<file path="src/rtl/tpo_pkg.sv">
// Shared constants for the triangle pair overlap pipeline.
`default_nettype none
package tpo_pkg;
  localparam int COORD_BITS_DEF = 16;
  localparam int VERT_BITS      = 48;
  localparam int PIPE_LATENCY   = 6;
endpackage
`default_nettype wire

</file>
<file path="src/rtl/tpo_edges.sv">
// Stage 1: unpack vertices, translate to A vertex 0, form triangle edges.
`default_nettype none
module tpo_edges #(
  parameter int COORD_BITS = 16
) (
  input  wire logic                          clk,
  input  wire logic                          rst,
  input  wire logic                          in_vld,
  input  wire logic [tpo_pkg::VERT_BITS-1:0] raw [6],
  output logic                               vld,
  output logic signed [COORD_BITS:0]         tv [5][3],
  output logic signed [COORD_BITS:0]         e [3][3],
  output logic signed [COORD_BITS:0]         f [3][3]
);
  import tpo_pkg::*;
  localparam int C  = COORD_BITS;
  localparam int PW = 3 * C;

  logic [PW-1:0]           ext [6];
  logic signed [C-1:0]     crd [6][3];
  logic signed [C:0]       tv_next [5][3];
  logic signed [C:0]       e_next [3][3];
  logic signed [C:0]       f_next [3][3];

  always_comb begin
    for (int v = 0; v < 6; v++) begin
      ext[v] = PW'({{PW{1'b0}}, raw[v]});
      for (int k = 0; k < 3; k++) crd[v][k] = signed'(ext[v][k*C +: C]);
    end
    for (int k = 0; k < 3; k++) begin
      tv_next[0][k] = (C+1)'(crd[1][k]) - (C+1)'(crd[0][k]);
      tv_next[1][k] = (C+1)'(crd[2][k]) - (C+1)'(crd[0][k]);
      for (int j = 0; j < 3; j++)
        tv_next[2+j][k] = (C+1)'(crd[3+j][k]) - (C+1)'(crd[0][k]);
      for (int i = 0; i < 3; i++) begin
        e_next[i][k] = (C+1)'(crd[(i+1)%3][k]) - (C+1)'(crd[i][k]);
        f_next[i][k] = (C+1)'(crd[3+(i+1)%3][k]) - (C+1)'(crd[3+i][k]);
      end
    end
  end

  always_ff @(posedge clk) begin
    if (rst) vld <= 1'b0;
    else     vld <= in_vld;
    tv <= tv_next;
    e  <= e_next;
    f  <= f_next;
  end
endmodule
`default_nettype wire

</file>
<file path="config.mk">
export PLATFORM = sky130hd
export DESIGN_NAME = tpo_edges
export DESIGN_NICKNAME = d
export VERILOG_FILES = /design/src/rtl/tpo_pkg.sv /design/src/rtl/tpo_edges.sv
export SDC_FILE = /design/constraint.sdc
export NUM_CORES = 1
export LEC_CHECK = 0
export BUFFER_PORTS_ARGS = -buffer_cell sky130_fd_sc_hd__buf_2
export CAP_MARGIN = 30
export CORE_AREA = 2 2 332 334
export DETAILED_ROUTE_END_ITERATION = 8
export DIE_AREA = 0 0 334 336
export PLACE_DENSITY = 0.63
export SKIP_CTS_REPAIR_TIMING = 1
export SYNTH_ARGS = -nofsm -noshare
export SYNTH_HDL_FRONTEND = slang
export SYNTH_SLANG_ARGS = --single-unit
</file>
<file path="constraint.sdc">
create_clock -name clk -period 7.2 [get_ports clk]
set_clock_uncertainty 0.05 [all_clocks]
set_input_delay 1.8 -clock clk [delete_from_list [all_inputs] [get_ports clk]]
set_output_delay 1.8 -clock clk [all_outputs]
set_load 0.05 [all_outputs]
</file>
==> flow_metrics.env, run 1 <==
export IMPL_grt_overflow=0
export IMPL_holdPathStages=2
export IMPL_drt_wirelength_per_cell_um=21.5
export IMPL_finalCritPeriodShare_pct=53.2
export IMPL_required_ns=7.66
export IMPL_endpoint_kind="flip-flop"
export IMPL_ir_drop_uv=171
export IMPL_relSlewSlack_pct=39.6
export IMPL_slowest_delay_ns=0.52
export IMPL_crit_top_cell="o21ai_0"
export IMPL_fmax_ghz=0.261
export IMPL_avgSynthCellArea_um2=8.64
export IMPL_hold_path_class="input pin to flip-flop"
export IMPL_cts_clk_slew_worst_paths_ns=0.06
export IMPL_core_um2=108000
export IMPL_io_buffers=852
export IMPL_nNetsFinal=5543
export IMPL_layout_area_seq_um2=10200
export IMPL_worstPathMaxFanout=6
export IMPL_fin_crit_ns=3.83
export IMPL_die_x_um=334
export IMPL_grt_pass1_vias=31100
export IMPL_final_util_pct=38.7
export IMPL_dr_pass1_iters=5
export IMPL_min_delay_start="rst"
export IMPL_yosysWarningCount=0
export IMPL_ys_seq_area_share_pct=29.8
export IMPL_detail_route_iter0_violations=2110
export IMPL_dieArea_um2=112000
export IMPL_htree_levels=3
export IMPL_crit_family="compound AO/OA/AOI/OAI gates"
export IMPL_pwr_density_cell_nw_per_um2=312
export IMPL_grt_pass1_wl_mm=192
export IMPL_grt_max_degree=18
export IMPL_wl_mm=134
export IMPL_cp_num_buf_inv=1
export IMPL_drc=0
export IMPL_crit_path_start_kind="input pin"
export IMPL_maxCapViolCount=0
export IMPL_antenna_found_initial=26
export IMPL_syn_to_final_growth_pct=23.2
export IMPL_syn_instance_count=3946
export IMPL_cts_root_buf="clkbuf_16"
export IMPL_cp_data_arrival_time_ns=4.29
export IMPL_synth_edf_count=0
export IMPL_worstMarginPinSlew_ns=0.894
export IMPL_leakage_nw=20.5
export IMPL_setup_viol=0
export IMPL_cts_tree="done"
export IMPL_synth_seq_cells=508
export IMPL_hold_path_end="vld"
export IMPL_path_cells="buf_2 > ha_1 > fa_1 > nand2b_1 > a21oi_1 > o21ai_0 > o21ai_0 > a2111oi_0 > or4b_1"
export IMPL_clock_sinks=508
export IMPL_vias=32000
export IMPL_worst_path_stages=9
export IMPL_numCtsBuffers=69
export IMPL_synth_nets=4747
export IMPL_initial_core_util_pct=31.5
export IMPL_critical_path_class="input pin to flip-flop"
export IMPL_synthFlopType="dfxtp_1"
export IMPL_worst_hold_slack_ns=1.26
export IMPL_ys_types=80
export IMPL_dpl_hpwl_mm=113
export IMPL_drive_gt1_share_pct=21.4
export IMPL_gp_congestion=0.977
export IMPL_drv_slew=0
export IMPL_multi_input_area_um2=21600
export IMPL_hold_viol_final=0
export IMPL_async_reset_ff_share_pct=0
export IMPL_fp_dieH_um=336
export IMPL_vias_per_cell=5.14
export IMPL_rsz0062_at_grt="no"
export IMPL_slowest_stage="or4b_1"
export IMPL_clockBufferDepth=3
export IMPL_status="complete, no violations"
export IMPL_io_pins=853
export IMPL_nFillCells=11000
export IMPL_synth_area_um2=34100
export IMPL_track_usage_pct=22.8
export IMPL_row_count=121
export IMPL_final_setup_tns_ns=0
export IMPL_postRouteAntennaNets=0
[stage by stage]
stage	power, mW	cell area (um^2)	worst slack [ns]	std cells
global placement	9.34	39400	2.76	6085
finish	13.1	42000	3.37	6227
CTS	13.2	42000	3.45	6212
global route	13.7	42000	3.22	6220
floorplan	7.78	34100	3.24	3946
detailed placement	9.34	39400	2.76	6085
[per-layer routing]
metal  GRT usage (%)  up-vias  part of all wire, %
met4            9.41       18                  3.9
li1                -    15500                    -
met3            5.15      226                  7.4
met5               0        -                0.091
met2            38.8     1147                   47
met1            27.6    15200                   41
[layout make-up]
type	instances	area share [%]
Clock buffer	92	4.65
Inverter	445	3.98
Tap cell	1414	4.21
Clock inverter	35	1.33
Antenna cell	15	0.0894
Multi-Input combinational cell	2864	51.3
Sequential cell	508	24.2
Timing Repair Buffer	854	10.2
[sequential cells by signal, summed over array words and instances, names as in the netlist]
register	count
e	150
vld	1
tv	204
f	153
[where the power goes]
group,internal (mW),switching (mW)
registers,3.42,0.326
logic,1.43,4.13
clock network,2.36,1.45
[worst max path at each step]
stage	from	endpoint	slack, ns
after global routing	raw[241]	tv[96]	3.22
after CTS	raw[240]	tv[95]	3.45
after floorplan	raw[163]	tv[184]	3.24
final	raw[240]	tv[95]	3.37
after global placement	raw[240]	tv[95]	2.76
after detailed placement	raw[240]	tv[95]	2.76
[Yosys cell counts, drive strengths merged, types with 31 or more instances]
cell type  instances  area (um^2)
a31oi             34          213
nand3             66          330
a21oi            310         1550
xnor2            263         2300
xor2              83          727
dfxtp            508        10200
o21bai            34          255
clkbuf            59          221
nand2b            66          413
a21o             105          788
o21ai            202         1010
inv              444         1670
nand2            145          544
o31ai             31          260
nor2b             74          478
o21a              99          743
o211ai            36          270
nor3              90          450
nand4             41          257
o31a              49          429
nor2             296         1110
buf               70          477
ha               480         6010
[cells by family after synthesis]
logic type | Yosys count | synth area share (%)
AOI/OAI and AO/OA | 1100 | 21.6
and+or+nand+nor | 894 | 12.9
muxes | 14 | 0.429
xor gates and xnor gates | 346 | 8.89
buffers and inverters | 574 | 6.95
adders and majority gates | 510 | 19.4
DFF | 508 | 29.8
[layout by cell type, fill, tap and decap left out, types with 72 or more instances in the layout]
| cell | count |
|---|---|
| a21o_1 | 105 |
| a21oi_1 | 310 |
| buf_2 | 852 |
| dfxtp_1 | 508 |
| ha_1 | 480 |
| inv_1 | 444 |
| nand2_1 | 145 |
| nor2_1 | 296 |
| nor2b_1 | 72 |
| nor3_1 | 90 |
| o21a_1 | 99 |
| o21ai_0 | 191 |
| xnor2_1 | 263 |
| xor2_1 | 83 |
(Power assumes the default switching activity.)
==> run 2: changes to the inputs <==
- ABC_AREA: not set -> 1
- CORE_AREA: 2 2 332 334 -> 2 2 333 335
- DIE_AREA: 0 0 334 336 -> 0 0 335 337
- PLACE_DENSITY: 0.63 -> 0.69
- clock period: 7.2 -> 3.7 ns (I/O delays scaled with it)
==> flow_metrics.env, run 2 <==
export IMPL_endpoint="tv[54]"
export IMPL_required_ns=2.72
export IMPL_io_pins=853
export IMPL_dpl_hpwl_mm=126
export IMPL_critical_path_class="flip-flop to output port"
export IMPL_regMostFlops="tv"
export IMPL_drt_wirelength_per_cell_um=16.4
export IMPL_drive_gt1_share_pct=13.3
export IMPL_nNetsFinal=8405
export IMPL_row_count=122
export IMPL_grt_pass1_wl_mm=221
export IMPL_avgSynthCellArea_um2=6.04
export IMPL_synth_area_leaders="nand2_1, dfxtp_1, inv_1"
export IMPL_synth_edf_count=0
export IMPL_leakage_nw=31.6
export IMPL_dp_cells=8961
export IMPL_detail_route_iter0_violations=2917
export IMPL_synthTopCellsByCount="nand2_1, inv_1, dfxtp_1, ha_1, nand3_1"
export IMPL_slowest_delay_ns=0.50
export IMPL_postRouteAntennaNets=0
export IMPL_rsz0062_at_grt="no"
export IMPL_placed_cell_area_um2=46400
export IMPL_synth_top_cell_by_area="nand2_1"
export IMPL_hold_path_class="input pin to flip-flop"
export IMPL_antenna_found_initial=11
export IMPL_vias_per_cell=4.64
export IMPL_worst_hold_slack_ns=0.434
export IMPL_clockBufferDepth=3
export IMPL_final_cell_mix="nand2_1, inv_1, buf_2"
export IMPL_crit_family="flip-flops"
export IMPL_cp_data_arrival_time_ns=1.47
export IMPL_drc=0
export IMPL_vias=42200
export IMPL_design_area_um2=48600
export IMPL_maxCapViolCount=0
export IMPL_setup_slack_ns=1.26
export IMPL_slowest_stage="dfxtp_1"
export IMPL_ys_types=25
export IMPL_numCtsBuffers=67
export IMPL_synth_area_um2=40900
export IMPL_hold_viol_final=0
export IMPL_syn_to_final_growth_pct=19.0
export IMPL_cp_num_buf_inv=1
export IMPL_fp_dieH_um=337
export IMPL_synthFlopType="dfxtp_1"
export IMPL_ys_seq_area_share_pct=24.9
export IMPL_synth_top_area_share_pct=25.5
export IMPL_cts_tree="done"
export IMPL_io_buffers=852
export IMPL_track_usage_pct=25.4
export IMPL_dieArea_um2=113000
export IMPL_core_um2=110000
export IMPL_reg_top3="tv: 204 flops, f: 153 flops, e: 150 flops"
export IMPL_setup_viol=0
export IMPL_initial_core_util_pct=37.3
export IMPL_die_x_um=335
export IMPL_grt_overflow=0
export IMPL_crit_path_start="tv[54]"
export IMPL_htree_levels=3
export IMPL_fin_cells=9085
export IMPL_largest_register_ffs=204
export IMPL_clock_sinks=508
export IMPL_gp_congestion=0.988
export IMPL_yosysMostFrequentCell="nand2_1"
export IMPL_yosysWarningCount=0
export IMPL_endpoint_kind="output port"
export IMPL_cts_clk_slew_worst_paths_ns=0.06
export IMPL_cts_root_buf="clkbuf_16"
export IMPL_async_reset_ff_share_pct=0
export IMPL_path_cells="buf_2"
export IMPL_final_common_cell="nand2_1"
export IMPL_synth_nets=7562
export IMPL_place_ws_ns=0.926
export IMPL_ir_drop_uv=561
export IMPL_status="complete, no violations"
export IMPL_grt_pass1_vias=39100
export IMPL_synth_seq_cells=508
export IMPL_finalCritPeriodShare_pct=66.0
export IMPL_crit_path_start_kind="flip-flop"
export IMPL_worst_path_stages=1
export IMPL_final_util_pct=44.4
export IMPL_p_total_mw=24.9
export IMPL_dr_pass1_iters=6
export IMPL_fmax_ghz=0.409
export IMPL_grt_max_degree=14
export IMPL_drv_slew=0
export IMPL_final_setup_tns_ns=0
export IMPL_wl_mm=149
export IMPL_pwr_density_cell_nw_per_um2=512
export IMPL_worstMarginPinSlew_ns=0.518
export IMPL_syn_instance_count=6761
export IMPL_fin_crit_ns=2.44
export IMPL_relSlewSlack_pct=65.4
export IMPL_worstPathMaxFanout=1
-- run 2: changes by cell type in the layout (fill, tap and decap cells not counted), sizes merged, moves of 74 or more --
| cell | previous run | this run |
|---|---|---|
| nor2 | 296 | 207 |
| o21a | 99 | 0 |
| xnor2 | 263 | 64 |
| nor2b | 74 | 0 |
| o21ai | 202 | 0 |
| inv | 447 | 1658 |
| a21o | 105 | 0 |
| nand2 | 145 | 2790 |
| nand3 | 66 | 350 |
-- run 2: power breakdown --
part           switching, mW  total (mW)  internal (mW)  leakage, nW
combinational           8.46        11.1           2.61         26.3
sequential             0.513        7.09           6.57         4.28
clock                   2.74        6.75           4.01         1.08
-- run 2: how the worst min path moves through the flow --
stage	from	to	slack [ns]	cells past startpoint
finish	rst	vld	0.43	2
global route	rst	vld	0.42	2
CTS	rst	vld	0.39	2
detailed placement	rst	vld	1.09	2
global placement	rst	vld	1.09	2
floorplan	rst	vld	0.95	1
-- run 2: cell type report --
type                    instances  area [um^2]
repair buffers                852         4260
inverters                    1654         6210
flip-flops and latches        508        10200
fillers                     11500        61000
multi-input cells            4521        23900
diodes                          6         15.0
well taps                    1426         1780
clock buffers                  91         1890
clock inverters                27          343
-- run 2: metal layers --
layer / global-route usage (%) / wire [um] / vias to the layer above / share of wire, %
met5: 0 / 8 / - / 0.0054
met4: 12.9 / 7700 / 2 / 5.2
met3: 4.72 / 10400 / 325 / 7.0
met2: 40.7 / 65900 / 1382 / 44
met1: 32.6 / 65000 / 18800 / 44
li1: - / - / 21700 / -
-- run 2: logic make-up after synthesis --
family | Yosys count | synth area share [%]
xor+xnor | 210 | 4.50
buf+inv | 1732 | 16.5
flops | 508 | 24.9
simple gates | 3499 | 34.2
fa+ha+maj | 510 | 16.2
compound gates | 302 | 3.70
